`src/design/rau_pkg.sv`:
```
// ----------------------------------------------------------------------------
// rau_pkg
// Shared types for the rational arithmetic unit: operation codes, controller
// states, command and status bundles between controller and datapath.
// ----------------------------------------------------------------------------
package rau_pkg;

  // Output field widths and the sign-extended intermediate width
  localparam int NUM_W = 33;
  localparam int DEN_W = 32;
  localparam int EXT_W = 66;

  typedef enum logic [1:0] {
    FUNC_MUL = 2'd0,
    FUNC_ADD = 2'd1,
    FUNC_CMP = 2'd2,
    FUNC_RED = 2'd3
  } rau_func_e;

  // Product selected onto the shared multiplier
  typedef enum logic [1:0] {
    MUL_AN_BN = 2'd0,
    MUL_AN_BD = 2'd1,
    MUL_AD_BN = 2'd2,
    MUL_AD_BD = 2'd3
  } rau_mul_e;

  // Operand pair for the divider
  typedef enum logic [1:0] {
    DIV_GCD = 2'd0,
    DIV_NUM = 2'd1,
    DIV_DEN = 2'd2
  } rau_div_src_e;

  typedef enum logic [3:0] {
    ST_IDLE,
    ST_M_ANBN,
    ST_M_ANBD,
    ST_M_ADBN,
    ST_M_ADBD,
    ST_SEED,
    ST_GCD_TEST,
    ST_GCD_WAIT,
    ST_DIVN_GO,
    ST_DIVN_WAIT,
    ST_DIVD_GO,
    ST_DIVD_WAIT,
    ST_DONE
  } rau_state_e;

  typedef struct packed {
    logic         load;
    logic         mul_en;
    rau_mul_e     mul_sel;
    logic         seed;
    logic         div_start;
    rau_div_src_e div_src;
    logic         rem_step;
    logic         qn_cap;
    logic         res_wr;
  } rau_cmd_t;

  typedef struct packed {
    rau_func_e func;
    logic      div_done;
    logic      x_zero;
    logic      y_zero;
  } rau_sts_t;

endpackage

```
`src/design/rau_div.sv`:
```
// ----------------------------------------------------------------------------
// rau_div
// Iterative signed divider, one quotient bit per cycle. Truncating quotient
// and a remainder that takes the sign of the dividend.
// ----------------------------------------------------------------------------
module rau_div #(
  parameter int W = 16
) (
  input  logic                clk_i,
  input  logic                rst_ni,
  input  logic                start_i,
  input  logic signed [W-1:0] dividend_i,
  input  logic signed [W-1:0] divisor_i,
  output logic                done_o,
  output logic signed [W:0]   quot_o,
  output logic signed [W-1:0] rem_o
);

  localparam int CW = $clog2(W + 1);

  logic          busy_q, done_q;
  logic [CW-1:0] cnt_q;
  logic [W-1:0]  r_q, q_q, dm_q;
  logic          negq_q, negr_q;

  logic [W-1:0]  dd_abs, dv_abs, r_nx, q_nx;
  logic [W:0]    r_sh, qext;
  logic          ge;

  // operand magnitudes
  assign dd_abs = dividend_i[W-1] ? W'(-dividend_i) : dividend_i;
  assign dv_abs = divisor_i[W-1]  ? W'(-divisor_i)  : divisor_i;

  // restoring step
  assign r_sh = {r_q, q_q[W-1]};
  assign ge   = r_sh >= {1'b0, dm_q};
  assign r_nx = ge ? W'(r_sh - {1'b0, dm_q}) : r_sh[W-1:0];
  assign q_nx = {q_q[W-2:0], ge};

  always_ff @(posedge clk_i or negedge rst_ni) begin
    if (!rst_ni) begin
      busy_q <= 1'b0;
      done_q <= 1'b0;
      cnt_q  <= '0;
    end else begin
      done_q <= busy_q && (cnt_q == CW'(1));
      if (start_i) begin
        busy_q <= 1'b1;
        cnt_q  <= CW'(W);
      end else if (busy_q) begin
        cnt_q <= cnt_q - CW'(1);
        if (cnt_q == CW'(1)) begin
          busy_q <= 1'b0;
        end
      end
    end
  end

  // datapath registers
  always_ff @(posedge clk_i) begin
    if (start_i) begin
      r_q    <= '0;
      q_q    <= dd_abs;
      dm_q   <= dv_abs;
      negq_q <= dividend_i[W-1] ^ divisor_i[W-1];
      negr_q <= dividend_i[W-1];
    end else if (busy_q) begin
      r_q <= r_nx;
      q_q <= q_nx;
    end
  end

  assign qext   = {1'b0, q_q};
  assign quot_o = negq_q ? $signed((W+1)'(0) - qext) : $signed(qext);
  assign rem_o  = negr_q ? $signed(W'(0) - r_q) : $signed(r_q);
  assign done_o = done_q;

endmodule

```
`src/design/rau_datapath.sv`:
```
// ----------------------------------------------------------------------------
// rau_datapath
// Operand registers, shared multiplier, Euclid registers, divider and the
// result register.
// ----------------------------------------------------------------------------
module rau_datapath #(
  parameter int OB = 16
) (
  input  logic                          clk_i,
  input  logic                          rst_ni,
  input  rau_pkg::rau_cmd_t             cmd_i,
  output rau_pkg::rau_sts_t             sts_o,
  input  logic [1:0]                    func_i,
  input  logic signed [OB-1:0]          a_num_i,
  input  logic signed [OB-1:0]          a_den_i,
  input  logic signed [OB-1:0]          b_num_i,
  input  logic signed [OB-1:0]          b_den_i,
  output logic signed [rau_pkg::NUM_W-1:0] res_num_o,
  output logic signed [rau_pkg::DEN_W-1:0] res_den_o,
  output logic                          equivalent_o,
  output logic                          zero_gcd_error_o
);

  localparam int PW = 2 * OB;

  logic [1:0]           func_q;
  logic signed [OB-1:0] an_q, ad_q, bn_q, bd_q;
  logic signed [OB-1:0] x_q, y_q;
  logic signed [PW-1:0] anbn_q, anbd_q, adbn_q, adbd_q;
  logic signed [OB:0]   qn_q;

  logic signed [OB-1:0] ma, mb, dv_a, dv_b;
  logic signed [PW-1:0] prod;
  logic signed [PW:0]   sum;
  logic                 div_done;
  logic signed [OB:0]   div_q;
  logic signed [OB-1:0] div_r;

  logic signed [rau_pkg::EXT_W-1:0] n_ext, d_ext;
  logic                             eq_d, err_d;

  // shared multiplier operand select
  always_comb begin
    case (cmd_i.mul_sel)
      rau_pkg::MUL_AN_BN: begin ma = an_q; mb = bn_q; end
      rau_pkg::MUL_AN_BD: begin ma = an_q; mb = bd_q; end
      rau_pkg::MUL_AD_BN: begin ma = ad_q; mb = bn_q; end
      rau_pkg::MUL_AD_BD: begin ma = ad_q; mb = bd_q; end
      default:            begin ma = an_q; mb = bn_q; end
    endcase
  end

  assign prod = PW'(ma) * PW'(mb);
  assign sum  = (PW+1)'(anbd_q) + (PW+1)'(adbn_q);

  // divider operand select
  always_comb begin
    case (cmd_i.div_src)
      rau_pkg::DIV_GCD: begin dv_a = x_q;  dv_b = y_q; end
      rau_pkg::DIV_NUM: begin dv_a = an_q; dv_b = x_q; end
      rau_pkg::DIV_DEN: begin dv_a = ad_q; dv_b = x_q; end
      default:          begin dv_a = x_q;  dv_b = y_q; end
    endcase
  end

  rau_div #(.W(OB)) u_div (
    .clk_i      (clk_i),
    .rst_ni     (rst_ni),
    .start_i    (cmd_i.div_start),
    .dividend_i (dv_a),
    .divisor_i  (dv_b),
    .done_o     (div_done),
    .quot_o     (div_q),
    .rem_o      (div_r)
  );

  // result select, sign-extended then cut to field widths
  always_comb begin
    n_ext = '0;
    d_ext = '0;
    eq_d  = 1'b0;
    err_d = 1'b0;
    case (rau_pkg::rau_func_e'(func_q))
      rau_pkg::FUNC_MUL: begin
        n_ext = rau_pkg::EXT_W'(anbn_q);
        d_ext = rau_pkg::EXT_W'(adbd_q);
      end
      rau_pkg::FUNC_ADD: begin
        n_ext = rau_pkg::EXT_W'(sum);
        d_ext = rau_pkg::EXT_W'(adbd_q);
      end
      rau_pkg::FUNC_CMP: begin
        eq_d = (anbd_q == adbn_q);
      end
      rau_pkg::FUNC_RED: begin
        if (x_q == '0) begin
          err_d = 1'b1;
          n_ext = rau_pkg::EXT_W'(an_q);
          d_ext = rau_pkg::EXT_W'(ad_q);
        end else begin
          n_ext = rau_pkg::EXT_W'(qn_q);
          d_ext = rau_pkg::EXT_W'(div_q);
        end
      end
      default: begin
        eq_d = 1'b0;
      end
    endcase
  end

  // payload registers
  always_ff @(posedge clk_i) begin
    if (cmd_i.load) begin
      func_q <= func_i;
      an_q   <= a_num_i;
      ad_q   <= a_den_i;
      bn_q   <= b_num_i;
      bd_q   <= b_den_i;
    end
    if (cmd_i.mul_en) begin
      case (cmd_i.mul_sel)
        rau_pkg::MUL_AN_BN: anbn_q <= prod;
        rau_pkg::MUL_AN_BD: anbd_q <= prod;
        rau_pkg::MUL_AD_BN: adbn_q <= prod;
        rau_pkg::MUL_AD_BD: adbd_q <= prod;
        default:            anbn_q <= prod;
      endcase
    end
    // Euclid seed: larger of the two parts goes first
    if (cmd_i.seed) begin
      if (an_q > ad_q) begin
        x_q <= an_q;
        y_q <= ad_q;
      end else begin
        x_q <= ad_q;
        y_q <= an_q;
      end
    end else if (cmd_i.rem_step) begin
      x_q <= y_q;
      y_q <= div_r;
    end
    if (cmd_i.qn_cap) begin
      qn_q <= div_q;
    end
    if (cmd_i.res_wr) begin
      res_num_o        <= n_ext[rau_pkg::NUM_W-1:0];
      res_den_o        <= d_ext[rau_pkg::DEN_W-1:0];
      equivalent_o     <= eq_d;
      zero_gcd_error_o <= err_d;
    end
  end

  assign sts_o.func     = rau_pkg::rau_func_e'(func_q);
  assign sts_o.div_done = div_done;
  assign sts_o.x_zero   = (x_q == '0);
  assign sts_o.y_zero   = (y_q == '0);

endmodule

```
`src/design/rau_ctrl.sv`:
```
// ----------------------------------------------------------------------------
// rau_ctrl
// Sequencer for the rational unit: issues multiplies, runs the Euclid loop
// and the final divisions, and owns both handshakes.
// ----------------------------------------------------------------------------
module rau_ctrl (
  input  logic              clk_i,
  input  logic              rst_ni,
  input  logic              in_valid_i,
  output logic              in_stall_o,
  input  logic [1:0]        func_i,
  output logic              out_valid_o,
  input  logic              out_stall_i,
  output rau_pkg::rau_cmd_t cmd_o,
  input  rau_pkg::rau_sts_t sts_i
);

  rau_pkg::rau_state_e state_q, state_d;
  logic                out_valid_q;

  always_ff @(posedge clk_i or negedge rst_ni) begin
    if (!rst_ni) begin
      state_q     <= rau_pkg::ST_IDLE;
      out_valid_q <= 1'b0;
    end else begin
      state_q <= state_d;
      if (cmd_o.res_wr) begin
        out_valid_q <= 1'b1;
      end else if (!out_stall_i) begin
        out_valid_q <= 1'b0;
      end
    end
  end

  // next state and commands
  always_comb begin
    state_d       = state_q;
    cmd_o         = '0;
    cmd_o.mul_sel = rau_pkg::MUL_AN_BN;
    cmd_o.div_src = rau_pkg::DIV_GCD;
    case (state_q)
      rau_pkg::ST_IDLE: begin
        if (in_valid_i) begin
          cmd_o.load = 1'b1;
          case (rau_pkg::rau_func_e'(func_i))
            rau_pkg::FUNC_MUL: state_d = rau_pkg::ST_M_ANBN;
            rau_pkg::FUNC_ADD: state_d = rau_pkg::ST_M_ANBD;
            rau_pkg::FUNC_CMP: state_d = rau_pkg::ST_M_ANBD;
            default:           state_d = rau_pkg::ST_SEED;
          endcase
        end
      end
      rau_pkg::ST_M_ANBN: begin
        cmd_o.mul_en  = 1'b1;
        cmd_o.mul_sel = rau_pkg::MUL_AN_BN;
        state_d       = rau_pkg::ST_M_ADBD;
      end
      rau_pkg::ST_M_ANBD: begin
        cmd_o.mul_en  = 1'b1;
        cmd_o.mul_sel = rau_pkg::MUL_AN_BD;
        state_d       = rau_pkg::ST_M_ADBN;
      end
      rau_pkg::ST_M_ADBN: begin
        cmd_o.mul_en  = 1'b1;
        cmd_o.mul_sel = rau_pkg::MUL_AD_BN;
        state_d       = (sts_i.func == rau_pkg::FUNC_ADD) ? rau_pkg::ST_M_ADBD
                                                          : rau_pkg::ST_DONE;
      end
      rau_pkg::ST_M_ADBD: begin
        cmd_o.mul_en  = 1'b1;
        cmd_o.mul_sel = rau_pkg::MUL_AD_BD;
        state_d       = rau_pkg::ST_DONE;
      end
      rau_pkg::ST_SEED: begin
        cmd_o.seed = 1'b1;
        state_d    = rau_pkg::ST_GCD_TEST;
      end
      // Euclid loop: stop when the remainder reaches zero
      rau_pkg::ST_GCD_TEST: begin
        if (sts_i.y_zero) begin
          state_d = sts_i.x_zero ? rau_pkg::ST_DONE : rau_pkg::ST_DIVN_GO;
        end else begin
          cmd_o.div_start = 1'b1;
          cmd_o.div_src   = rau_pkg::DIV_GCD;
          state_d         = rau_pkg::ST_GCD_WAIT;
        end
      end
      rau_pkg::ST_GCD_WAIT: begin
        if (sts_i.div_done) begin
          cmd_o.rem_step = 1'b1;
          state_d        = rau_pkg::ST_GCD_TEST;
        end
      end
      rau_pkg::ST_DIVN_GO: begin
        cmd_o.div_start = 1'b1;
        cmd_o.div_src   = rau_pkg::DIV_NUM;
        state_d         = rau_pkg::ST_DIVN_WAIT;
      end
      rau_pkg::ST_DIVN_WAIT: begin
        if (sts_i.div_done) begin
          cmd_o.qn_cap = 1'b1;
          state_d      = rau_pkg::ST_DIVD_GO;
        end
      end
      rau_pkg::ST_DIVD_GO: begin
        cmd_o.div_start = 1'b1;
        cmd_o.div_src   = rau_pkg::DIV_DEN;
        state_d         = rau_pkg::ST_DIVD_WAIT;
      end
      rau_pkg::ST_DIVD_WAIT: begin
        if (sts_i.div_done) begin
          state_d = rau_pkg::ST_DONE;
        end
      end
      rau_pkg::ST_DONE: begin
        if (!(out_valid_q && out_stall_i)) begin
          cmd_o.res_wr = 1'b1;
          state_d      = rau_pkg::ST_IDLE;
        end
      end
      default: begin
        state_d = rau_pkg::ST_IDLE;
      end
    endcase
  end

  assign in_stall_o  = (state_q != rau_pkg::ST_IDLE);
  assign out_valid_o = out_valid_q;

`ifndef SYNTHESIS
  // a held result is never overwritten
  a_no_overwrite: assert property (@(posedge clk_i) disable iff (!rst_ni)
    cmd_o.res_wr |-> !(out_valid_q && out_stall_i))
    else $error("result overwritten while stalled");

  // an accepted item always starts work
  a_accept_starts: assert property (@(posedge clk_i) disable iff (!rst_ni)
    (in_valid_i && !in_stall_o) |=> (state_q != rau_pkg::ST_IDLE))
    else $error("accepted item dropped");

  // divider completes only while the sequencer waits for it
  a_div_done_wait: assert property (@(posedge clk_i) disable iff (!rst_ni)
    sts_i.div_done |-> (state_q == rau_pkg::ST_GCD_WAIT ||
                        state_q == rau_pkg::ST_DIVN_WAIT ||
                        state_q == rau_pkg::ST_DIVD_WAIT))
    else $error("divider done outside wait state");
`endif

endmodule

```
`src/design/rational_arithmetic_unit.sv`:
```
// ----------------------------------------------------------------------------
// rational_arithmetic_unit
// Rational ALU: multiply, add, cross-product compare and GCD reduction.
// ----------------------------------------------------------------------------
// One item at a time. With the output free, multiply steps through the
// an*bn and ad*bd products, compare through an*bd and ad*bn, and add through
// an*bd, ad*bn and ad*bd before the result register loads in the done state,
// all on one shared OPERAND_BITS by OPERAND_BITS multiplier.
// Reduce runs the Euclid remainder steps and then the two final divisions;
// each runs on one bit-serial divider, one quotient bit per cycle.
// A finished result waits in the output register while the next item is
// taken in.
module rational_arithmetic_unit #(
  parameter int OPERAND_BITS = 16
) (
  input  logic                                 clk_i,
  input  logic                                 rst_ni,
  input  logic                                 in_valid_i,
  output logic                                 in_stall_o,
  input  logic [1:0]                           func_i,
  input  logic signed [OPERAND_BITS-1:0]       a_num_i,
  input  logic signed [OPERAND_BITS-1:0]       a_den_i,
  input  logic signed [OPERAND_BITS-1:0]       b_num_i,
  input  logic signed [OPERAND_BITS-1:0]       b_den_i,
  output logic                                 out_valid_o,
  input  logic                                 out_stall_i,
  output logic signed [rau_pkg::NUM_W-1:0]     res_num_o,
  output logic signed [rau_pkg::DEN_W-1:0]     res_den_o,
  output logic                                 equivalent_o,
  output logic                                 zero_gcd_error_o
);

  rau_pkg::rau_cmd_t cmd;
  rau_pkg::rau_sts_t sts;

  rau_ctrl u_ctrl (
    .clk_i       (clk_i),
    .rst_ni      (rst_ni),
    .in_valid_i  (in_valid_i),
    .in_stall_o  (in_stall_o),
    .func_i      (func_i),
    .out_valid_o (out_valid_o),
    .out_stall_i (out_stall_i),
    .cmd_o       (cmd),
    .sts_i       (sts)
  );

  rau_datapath #(.OB(OPERAND_BITS)) u_dp (
    .clk_i            (clk_i),
    .rst_ni           (rst_ni),
    .cmd_i            (cmd),
    .sts_o            (sts),
    .func_i           (func_i),
    .a_num_i          (a_num_i),
    .a_den_i          (a_den_i),
    .b_num_i          (b_num_i),
    .b_den_i          (b_den_i),
    .res_num_o        (res_num_o),
    .res_den_o        (res_den_o),
    .equivalent_o     (equivalent_o),
    .zero_gcd_error_o (zero_gcd_error_o)
  );

endmodule

```
`config.mk`:
```
export PLATFORM = sky130hd
export DESIGN_NAME = rational_arithmetic_unit
export DESIGN_NICKNAME = d
export VERILOG_FILES = /design/src/design/rau_pkg.sv /design/src/design/rau_div.sv /design/src/design/rau_datapath.sv /design/src/design/rau_ctrl.sv /design/src/design/rational_arithmetic_unit.sv
export SDC_FILE = /design/constraint.sdc
export NUM_CORES = 1
export LEC_CHECK = 0
export BUFFER_PORTS_ARGS = -buffer_cell sky130_fd_sc_hd__buf_2
export CAP_MARGIN = 20
export CORE_ASPECT_RATIO = 1.5
export CORE_MARGIN = 3
export CORE_UTILIZATION = 60
export CTS_CLUSTER_SIZE = 14
export DETAILED_ROUTE_END_ITERATION = 8
export PLACE_DENSITY = 0.78
export REMOVE_ABC_BUFFERS = 1
export SETUP_SLACK_MARGIN = 0.1
export SLEW_MARGIN = 0
export SYNTH_ARGS = -nofsm -noshare
export SYNTH_HDL_FRONTEND = slang
export SYNTH_SLANG_ARGS = --single-unit
export TNS_END_PERCENT = 50
```
`constraint.sdc`:
```
create_clock -name clk_i -period 11.9 [get_ports clk_i]
set_input_delay 1.19 -clock clk_i [delete_from_list [all_inputs] [get_ports clk_i]]
set_output_delay 1.19 -clock clk_i [all_outputs]
set_load 0.02 [all_outputs]
```
Word-level counts from Yosys, hierarchy flattened
Cells that the tools add are included.
{"block": "totals", "ff_bits": 372, "inputBits": 70, "output_inout_bits": 69, "elab_cells": 141}
{"block": "op_classes", "addsub": 7, "n_mul": 1, "magnitude_cmp": 2, "eq_ne": 30, "mux": 50, "bitwise": 1, "n_reduce_logical": 23}
{"cell": "$mux 16", "n": 12}
{"cell": "$pmux 33 s3", "n": 1}
{"cell": "$pmux 16 s2", "n": 3}
{"cell": "$pmux 32 s2", "n": 1}
{"cell": "$pmux 4 s13", "n": 1}
{"cell": "$add 32x32->33", "n": 1}
{"cell": "$mux 33", "n": 1}
{"cell": "$eq 32x32->1", "n": 1}
{"cell": "$logic_not 16->1", "n": 2}
{"cell": "$mul 16x16->32", "n": 1}
{"cell": "$mux 32", "n": 1}
{"cell": "$neg 16->16", "n": 2}
{"cell": "$mux 4", "n": 7}
{"cell": "$eq 4x4->1 const B", "n": 5}
{"cell": "$ge 17x16->1", "n": 1}
{"cell": "$mux 17", "n": 1}
{"cell": "$sub 1x16->17 const A", "n": 1}
{"cell": "$eq 4x3->1 const B", "n": 4}
{"cell": "$gt 16x16->1", "n": 1}
{"cell": "$sub 1x16->16 const A", "n": 1}
{"cell": "$sub 16x16->16", "n": 1}
{"cell": "$mux 15", "n": 1}
{"cell": "$mux 1", "n": 14}
{"cell": "$reduce_or 2->1", "n": 7}
{"cell": "21 further kinds", "n": 43}

Longest topological paths before layout
Gate-level depths: netlist (run 1).
{"block": "depth", "depth_word": 8, "mapped_depth": 31, "ltp_nobuf": 28}

By module
From an unflattened synthesis (run 1), not the netlist that was laid out.
{"block": "unflattened", "cells_unflattened": 2741, "area_unflattened_um2": 28954.0}
{"mod": "rau_datapath", "n_inst": 1, "cells_each": 2179, "area_per_inst_um2": 24058.1, "seq_area_each_um2": 9308.9}
{"mod": "rau_div", "n_inst": 1, "cells_each": 492, "area_per_inst_um2": 4380.5, "seq_area_each_um2": 1516.5}
{"mod": "rau_ctrl", "n_inst": 1, "cells_each": 70, "area_per_inst_um2": 515.5, "seq_area_each_um2": 125.1}

Worst setup path before layout (run 1)
Ideal clock, no wire load.
{"block": "synth_path", "path_type": "register to register", "from": "register u_ctrl.state_q[3]", "to": "register u_dp.adbd_q[31] (data pin)", "setup_ps": 279, "t_arrival_ps": 9755, "required_ps": 11621, "slack_ps": 1866, "stages_incl_launch_ff": 27, "path_buffers": 4, "period_less_slack_ps": 10034, "path_cell_list": "dfrtp_1 buf_2 inv_1 nand2_1 nor3_1 nor2_1 buf_2 buf_2 mux2i_1 nor2_1 fa_1 fa_1 fa_1 fa_1 fa_1 inv_1 fa_1 inv_1 ha_1 clkbuf_1 a21o_1 a21o_1 a21oi_1 nand3b_1 o211a_1 a311oi_1 xnor2_1"}
{"block": "synth_between", "elab_chain_cells": 6, "word_cells_on_any_way": 16, "cone_classes": "mul: 1; eq/ne: 7; mux: 3; reduce/logical: 5"}
{"element": "start, declared", "line_no": "rau_ctrl.sv:18", "source": "rau_pkg::rau_state_e state_q, state_d;"}
{"element": "start signal, assigned", "line_no": "rau_ctrl.sv:23", "source": "state_q <= rau_pkg::ST_IDLE;"}
{"element": "start signal, assigned", "line_no": "rau_ctrl.sv:26", "source": "state_q <= state_d;"}
{"element": "$eq 4x3->1, or another cell as far along", "line_no": "rau_ctrl.sv:41", "source": "case (state_q)"}
{"element": "$pmux 3 s4 (*)", "line_no": "rau_ctrl.sv:41"}
{"element": "$eq 2x2->1, or another cell as far along", "line_no": "rau_datapath.sv:44", "source": "case (cmd_i.mul_sel)"}
{"element": "$reduce_or 2->1 (no line)"}
{"element": "$pmux 16 s2", "line_no": "rau_datapath.sv:44"}
{"element": "$mul 16x16->32 (*)", "line_no": "rau_datapath.sv:53", "source": "assign prod = PW'(ma) * PW'(mb);"}
{"element": "named net u_dp.prod[31]", "line_no": "rau_datapath.sv:33", "source": "logic signed [PW-1:0] prod;"}
{"element": "end signal, assigned", "line_no": "rau_datapath.sv:125", "source": "rau_pkg::MUL_AD_BD: adbd_q <= prod;"}
{"element": "end, declared", "line_no": "rau_datapath.sv:29", "source": "logic signed [PW-1:0] anbn_q, anbd_q, adbn_q, adbd_q;"}
The timed path passes the listed nets; every way through them passes the cells marked *.
A chain may end at the register's enable or synchronous reset.

Worst setup path after layout (run 1)
{"block": "layout_path", "from": "register u_ctrl.state_q[3]", "to": "register u_dp.adbn_q[22] (data pin)"}
{"block": "layout_between", "elab_chain_cells": 6, "word_cells_on_any_way": 16, "cone_classes": "mul: 1; eq/ne: 7; mux: 3; reduce/logical: 5"}
{"element": "$eq 4x3->1, or another cell as far along", "line_no": "rau_ctrl.sv:41"}
{"element": "$pmux 3 s4 (*)", "line_no": "rau_ctrl.sv:41"}
{"element": "$eq 2x2->1, or another cell as far along", "line_no": "rau_datapath.sv:44"}
{"element": "$reduce_or 2->1 (no line)"}
{"element": "$pmux 16 s2", "line_no": "rau_datapath.sv:44"}
{"element": "$mul 16x16->32 (*)", "line_no": "rau_datapath.sv:53"}
{"element": "named net u_dp.prod[22]", "line_no": "rau_datapath.sv:33"}
{"element": "end signal, assigned", "line_no": "rau_datapath.sv:124", "source": "rau_pkg::MUL_AD_BN: adbn_q <= prod;"}
{"element": "end, declared", "line_no": "rau_datapath.sv:29"}
Marks and branches as above.

==> results of run 1 <==
-- flip-flops by register name, indices dropped and copies added (netlist names), 16 cells and up --
register	count
u_dp.adbn_q	32
u_dp.x_q	16
u_dp.u_div.dm_q	16
u_dp.an_q	16
u_dp.anbd_q	32
u_dp.bn_q	16
u_dp.ad_q	16
u_dp.qn_q	17
u_dp.u_div.q_q	16
u_dp.adbd_q	32
u_dp.anbn_q	32
u_dp.u_div.r_q	16
u_dp.res_den_o	32
u_dp.bd_q	16
u_dp.y_q	16
u_dp.res_num_o	33
-- synth_stat cells (all sizes together), types with 25 or more instances --
library cell and count:
a21o 39, a21oi 175, buf 25, clkbuf 73, edfxtp 344, fa 264
ha 156, inv 399, mux2i 109, nand2 233, nand3 26, nor2 267
nor3 31, o21ai 135, o22ai 33, xnor2 85, xor2 37
-- logic make-up (layout without fill, tap and decap cells) --
group / count (synthesis) / in the layout / share of synthesized area (%)
AOI/OAI and AO/OA: 521 / 521 / 11.0
xor gates and xnor gates: 122 / 122 / 3.71
adders and majority gates: 420 / 420 / 25.1
buffers and inverters: 501 / 643 / 7.00
DFF: 372 / 372 / 38.0
muxes: 122 / 122 / 4.29
and+or+nand+nor: 700 / 700 / 10.8
-- metrics by stage --
| stage | std cells | hold slack (ps) | util (%) |
|---|---|---|---|
| floorplan | 2657 | 458 | - |
| global placement | 3427 | 508 | 63.9 |
| detailed placement | 3427 | 519 | 63.9 |
| CTS | 3494 | 502 | 66.5 |
| global route | 3494 | 519 | 66.5 |
| finish | 3494 | 505 | 66.5 |
-- placed cells by master, fill, tap and decap left out, drive strengths merged, types with 19 or more instances in the layout --
cell    count
a21o       39
a21oi     175
buf       176
clkbuf     40
clkinv     19
edfxtp    344
fa        264
ha        156
inv       402
mux2i     109
nand2     233
nand3      26
nor2      267
nor3       31
nor4       20
o21ai     135
o22ai      33
xnor2      85
xor2       37
-- area by class of cell --
type | instances | area (µm²) | share of cell area [%]
Clock buffer | 40 | 980 | 3.13
Clock inverter | 27 | 258 | 0.823
Inverter | 400 | 1500 | 4.79
Multi-Input combinational cell | 1885 | 15900 | 50.8
Sequential cell | 372 | 11000 | 34.9
Tap cell | 594 | 743 | 2.37
Timing Repair Buffer | 176 | 976 | 3.11
-- worst register-to-register path: cells and delay by family (launching register included) --
| kind | cells | cell delay, ps |
|---|---|---|
| adder cells (fa/ha/maj) | 7 | 3480 |
| buffers and inverters | 7 | 1160 |
| AO/OA/AOI/OAI | 4 | 1060 |
| multiplexers | 1 | 1000 |
| AND/OR/NAND/NOR | 6 | 890 |
| XOR/XNOR | 1 | 550 |
| flip-flops | 1 | 490 |
-- worst paths after layout --
| kind | from | endpoint | slack, ps |
|---|---|---|---|
| worst max-delay path | u_ctrl.state_q[3] | u_dp.adbn_q[22] | 2980 |
| worst min-delay path | rst_ni | u_dp.u_div.busy_q | 510 |
| worst max register to register | u_ctrl.state_q[3] | u_dp.adbn_q[22] | 2980 |
| worst min register to register | u_dp.anbn_q[17] | u_dp.res_num_o[17] | 530 |
| max in group asynchronous | rst_ni | u_ctrl.state_q[1] | 11150 |
| min in group clk_i | u_dp.anbn_q[17] | u_dp.res_num_o[17] | 530 |
-- layer usage --
metal | track usage, % | vias to the layer above
met1 | 35.4 | 10600
met3 | 4.09 | 368
met4 | 21.4 | 0
li1 | - | 9609
met2 | 57.3 | 1067
met5 | 0 | -
==> run summary, run 1 <==
DRT Pass-1 Iters - 7
Starting density of the core - 61.2%
Worst Hold Class - in2async
# Post-CTS Setup Buffers - 0
Layout cells sized above 1 - 10.1%
Post-DP HPWL - 62000 µm
Total GRT Usage - 32.1%
Core area - 47100 µm²
CTS Sinks - 372
Chip Width - 185 µm
Max Cap Viol - 0
Clock latency on the worst-skew pair - 560 ps
Row cnt - 97
Largest cells by area after synthesis - edfxtp_1 (36%), fa_1 (18%), ha_1 (6.8%)
Post-synth top area share - 35.9%
Root Driver - clkbuf_16
Met3 Wirelength - 5300 µm
CP Class - reg2reg
Seq/Total Area, Yosys - 38.0%
Hold buffer count at CTS - 0
Hold Vio Cnt, Final - 0
Initial antenna violation count - 0
Max Clock Skew - 11.9 ps
Slowest CP cell - mux2i_1
Ports - 139
Final count of pins violating max slew - 0
Mean Syn Cell Area - 10.4 µm²
Yosys reg bits - 372
CTS tree - done
Synthesis Warnings - 0
WL/cell - 23.0 µm
Crit-path max FO - 46
Met2 Routed Length - 41400 µm
Top layer in use - met4
CP bufs+invs - 7
FMAX - 112 MHz
CTS buffer count - 38
Metal-1 WL - 26800 µm
FFs w/ async S/R, synth - 3.23%
Rel. slew slack - 21.7%
Routability congestion estimate - 0.980
Number of global-route vias before repair - 22500
Antenna Violating Nets Remaining - 0
Status - complete, no violations
CP Capture Type - register
Layout area overhead - 8.75%
DRC violation count after routing - 0
Synth area leader - edfxtp_1
Fin area - 31300 µm²
NumNets Final - 3363
Worst-margin pin slew - 1140 ps
Routed Wire Length - 80400 µm
Req. time, crit path - 12170 ps
Part of the cycle the worst path needs - 75.0%
Crit path time final - 8920 ps
Mapped Cells - 2758
Cell variety after synth - 80
Pin count of the biggest net entering global routing - 72
Slowest stage delay, CP - 980 ps
Initial DRC count - 1807
# resized after CTS - 0
H-tree levels - 2
Dpl ws - 3180 ps
Drt via density - 6.19
Vias - 21600
N_diodes - 0
Die Y-Extent - 274 µm
Reg2Reg Depth - 26
Setup TNS Final - 0 ps
RSZ-0062 raised after global routing - false
CTS max path bufs - 3
Post-Syn Area - 28800 µm²
Most used cell, CP - fa_1
Number of flops mapped to enable cells by yosys - 344
# port buffers - 138
Dpl cell area - 30100 µm²
Filler cells - 3612
Die area - 50700 µm²
Global-route wire length before repair - 124000 µm
Clk slew on worst S/H paths - 60 ps
Startpoint types - register
Grt ovf - 0
Crit path DAT - 9190 ps
Levels on crit path - 26
Setup violators final - 0
Final WS setup - 2980 ps
Post-synth top flop - edfxtp_1
Cell family with most CP delay - adder cells
Power of run 1 is left out: the tool's default activity adds up to more than one toggle a clock period on the data nets, which glitch-free logic cannot reach.
==> run 2: changes to the inputs <==
- CORE_UTILIZATION: 60 -> 57
- clock period: 11.9 -> 7.9 ns (I/O delays scaled with it)
==> run 2 against run 1 <==
Net effect: register-to-register slack worse by 2600 ps; count of clock-buffer cells in the layout up 10; critical path type unchanged; core utilization down 1.9 points; highest routed layer unchanged; wire length up 3.5%.
==> run summary, run 2 (synthesis results as in run 1) <==
Core area - 49800 µm²
Hold Vio Cnt, Final - 0
NumNets Final - 3435
Worst-margin pin slew - 1050 ps
Final count of pins violating max slew - 0
Initial antenna violation count - 0
Most flops, register - u_dp.res_num_o
Most used cell, CP - fa_1
Dpl cell area - 30600 µm²
Startpoint types - register
CTS max path bufs - 3
Worst Hold Class - in2async
Crit path DAT - 7860 ps
Commonest non-fill, non-tap cell in the layout - inv_1
Routability congestion estimate - 0.995
Total GRT Usage - 31.5%
Rel. slew slack - 29.6%
Layout cells sized above 1 - 12.9%
Fin area - 32200 µm²
CP Capture Type - register
Hold buffer count at CTS - 0
Post-DP HPWL - 64600 µm
Antenna Violating Nets Remaining - 0
R2r setup slk - 350 ps
Vias - 21900
CTS Sinks - 372
Req. time, crit path - 8210 ps
DRC violation count after routing - 0
Crit-path max FO - 10
Pin count of the biggest net entering global routing - 72
Setup violators final - 0
Row cnt - 100
Die area - 53300 µm²
Chip Width - 190 µm
Layout area overhead - 11.7%
Cell family with most CP delay - adder cells
Initial DRC count - 1864
Number of global-route vias before repair - 23000
N_diodes - 0
DRT Pass-1 Iters - 6
Starting density of the core - 57.9%
Max Cap Viol - 0
Part of the cycle the worst path needs - 95.6%
Die Y-Extent - 281 µm
H-tree levels - 2
Most frequent cells in the layout - inv_1 (398), edfxtp_1 (344), fa_1 (262)
Max Clock Skew - 20.3 ps
RSZ-0062 raised after global routing - false
Crit path time final - 7550 ps
WL/cell - 22.9 µm
Setup TNS Final - 0 ps
Global-route wire length before repair - 128000 µm
CP bufs+invs - 6
Clock latency on the worst-skew pair - 570 ps
Grt ovf - 0
FMAX - 132 MHz
Clk slew on worst S/H paths - 60 ps
Drt via density - 6.03
Slowest CP cell - fa_1
Status - complete, no violations
Max FFs per register - 33
# port buffers - 138
Root Driver - clkbuf_16
Routed Wire Length - 83100 µm
CTS buffer count - 38
CTS tree - done
CP Class - reg2reg
Ports - 139
Slowest stage delay, CP - 580 ps
run 2: changes by cell type in the layout (fill, tap and decap cells not counted), sizes merged:
cell	delta
buf	+71
bufinv	+2
clkbuf	+10
clkinv	-8
inv	-1
nor2	+1
run 2: through the flow:
stage	hold WS (ps)	std cells	util (%)	worst slack, ps
2_1_floorplan	458	2657	-	-3350
3_3_place_gp	499	3550	61.5	42.3
3_5_place_dp	511	3550	61.5	-23.4
4_1_cts	71.2	3622	64.2	104
5_1_grt	97.0	3638	64.7	111
6_report	85.8	3638	64.7	346
run 2: what timing repair did:
item | in CTS | in global routing
buffers inserted | 1 | 16
cloned | 1 | 0
gates resized for setup | 8 | 26
pin swaps | 2 | 7
endpoints found under the setup margin | 27 | 56
run 2: per-layer routing:
metal	vias to the layer above	wire length (µm)	GRT usage, %
li1	9761	-	-
met1	10800	27700	34.1
met2	995	42600	56.5
met3	349	5210	4.17
met4	0	7570	22.9
met5	-	0	0
run 2: worst reg2reg max path, cell delays in order, from the launching register on:
cell	delay [ps]
dfrtp_2	470
or2_2	380
nor2_4	250
nor2_4	120
buf_4	190
o21ai_4	260
buf_4	200
nand2_1	80
fa_1	560
inv_1	60
fa_1	580
fa_1	490
fa_1	540
fa_1	540
inv_1	60
fa_1	530
inv_1	40
ha_1	360
and3_1	240
and3_1	190
a21oi_1	240
o21ai_1	170
a211oi_2	260
o21ai_0	130
xor2_1	190
buf_4	160
run 2: final timing paths:
kind                                    start  cells past startpoint            endpoint
max reg2reg                 u_ctrl.state_q[3]                     25     u_dp.anbn_q[27]
max in group asynchronous              rst_ni                      1   u_ctrl.state_q[0]
min                                    rst_ni                      1   u_ctrl.state_q[2]
max                         u_ctrl.state_q[3]                     25     u_dp.anbn_q[27]
min in group clk_i                 b_den_i[0]                      1        u_dp.bd_q[0]
min reg2reg                u_dp.u_div.r_q[15]                      2  u_dp.u_div.r_q[15]
run 2: cell type report:
type / instances / area, µm²
Fill cell: 4015 / 17600
Multi-Input combinational cell: 1886 / 16000
Sequential cell: 372 / 11000
Timing Repair Buffer: 247 / 1560
Inverter: 400 / 1500
Clock buffer: 50 / 1040
Tap cell: 663 / 830
Clock inverter: 20 / 272
Power of run 2 is left out for the same reason.
==> run 3: changes to the inputs <==
- BUFFER_PORTS_ARGS: -buffer_cell sky130_fd_sc_hd__buf_2 -> -buffer_cell sky130_fd_sc_hd__buf_4
- PLACE_DENSITY: 0.78 -> not set
- PLACE_DENSITY_LB_ADDON: not set -> 0.05
==> run 3 against run 2 <==
Net effect: via count decreased by 2.0%; count of clock-buffer cells in the layout increased by 4; sequential share of layout area decreased by 0.19 points; clock skew increased by 7.2 ps; worst hold slack got worse by 20 ps; non-clock buffer count decreased by 11; first-iteration DRC count decreased by 28%; global-route usage about the same.
==> run summary, run 3 (synthesis results as in run 1) <==
CP Capture Type - register
Ports - 139
Root Driver - clkbuf_16
Max Clock Skew - 27.5 ps
Final cell count without fillers - 3624
R2r setup slk - 320 ps
Rel. slew slack - 28.6%
DRT Pass-1 Iters - 5
Setup violators final - 0
Dpl cells - 3552
Post-DP HPWL - 65100 µm
Number of global-route vias before repair - 22200
Startpoint types - register
Layout cells sized above 1 - 12.8%
Pin count of the biggest net entering global routing - 72
Req. time, crit path - 8120 ps
Final WS setup - 321 ps
Max Cap Viol - 0
Most flops, register - u_dp.res_num_o
Clock latency on the worst-skew pair - 570 ps
Die Y-Extent - 281 µm
Part of the cycle the worst path needs - 95.9%
Routability congestion estimate - 0.992
Crit path DAT - 7800 ps
Drt via density - 5.93
Worst Hold Class - in2async
R2r endpoint - u_dp.adbd_q[24]
CTS Sinks - 372
Max FFs per register - 33
Layout area overhead - 12.3%
Crit-path max FO - 9
Initial antenna violation count - 0
NumNets Final - 3423
Hold buffer count at CTS - 0
Routed Wire Length - 83600 µm
N_diodes - 0
CTS tree - done
# port buffers - 138
Dpl ws - 23.6 ps
Chip Width - 190 µm
Clk slew on worst S/H paths - 60 ps
CTS max path bufs - 3
FMAX - 132 MHz
Initial DRC count - 1345
Core area - 49800 µm²
CTS buffer count - 38
Final count of pins violating max slew - 0
Vias - 21500
Die area - 53300 µm²
Crit path time final - 7580 ps
H-tree levels - 2
RSZ-0062 raised after global routing - true
Grt ovf - 0
Hold Vio Cnt, Final - 0
Reg2Reg Depth - 26
Starting density of the core - 57.9%
WL/cell - 23.1 µm
Total GRT Usage - 31.6%
CP Class - reg2reg
Row cnt - 100
DRC violation count after routing - 0
Filler cells - 4068
Worst-margin pin slew - 1070 ps
Worst reg2reg startpoint - u_ctrl.state_q[2]
Most frequent cells in the layout - inv_1 (399), edfxtp_1 (344), fa_1 (263)
Global-route wire length before repair - 127000 µm
Commonest non-fill, non-tap cell in the layout - inv_1
Status - complete, no violations
Antenna Violating Nets Remaining - 0
-- run 3: worst max-delay path by stage --
stage	startpoint	endpoint	cells past startpoint
3_3_place_gp	u_ctrl.state_q[3]	u_dp.adbn_q[31]	26
4_1_cts	u_ctrl.state_q[3]	u_dp.anbd_q[23]	28
2_1_floorplan	u_ctrl.state_q[3]	u_dp.adbd_q[31]	23
3_5_place_dp	u_ctrl.state_q[3]	u_dp.adbn_q[31]	23
5_1_grt	u_ctrl.state_q[3]	u_dp.anbd_q[31]	26
6_report	u_ctrl.state_q[2]	u_dp.adbd_q[24]	26
-- run 3: routing by layer --
layer  vias up  global-route usage (%)  part of all wire, %  wire length, µm
met4         0                    18.4                  6.6             5530
li1       9733                       -                    -                -
met3       260                    4.27                  5.6             4680
met1     10700                    35.7                   35            29500
met5         -                       0                    0                0
met2       800                    57.0                   52            43900
-- run 3: layout make-up --
cell class,count,area [µm²],area share (%)
clock buffers,54,1100,3.39
inverters,400,1500,4.64
clock inverters,14,77.6,0.240
multi-input cells,1885,16100,49.7
well taps,663,830,2.56
repair buffers,236,1830,5.67
flip-flops and latches,372,11000,33.8
-- run 3: worst max-delay path: stages, from the launching register on --
cell	delay [ps]
dfrtp_1	460
or2_4	330
nor2_4	150
nor2_4	60
buf_12	150
buf_4	160
buf_4	130
mux2_2	290
buf_4	200
nand2_1	90
fa_1	500
inv_1	50
fa_1	530
fa_1	450
fa_1	570
fa_1	550
inv_1	50
fa_1	570
inv_1	50
ha_1	360
a21o_1	180
a21oi_1	180
nor2b_1	70
a311o_1	430
a31oi_2	300
nand3b_1	160
nand3_1	220
-- run 3: per-stage QoR --
stage	area [µm²]	setup TNS [ps]	hold WS [ps]	utilization, %
finish	32400	0	66.1	65.0
global route	32400	0	59.9	65.0
CTS	32200	0	50.0	64.7
detailed placement	31000	0	497	62.3
global placement	31000	0	483	62.3
floorplan	28300	-276770	458	-
-- run 3: what timing repair did --
action	in CTS	in global routing
gates resized for setup	2	35
pin swaps	2	4
setup buffers	3	1
setup endpoints to repair	16	53
Power of run 3 is left out for the same reason.
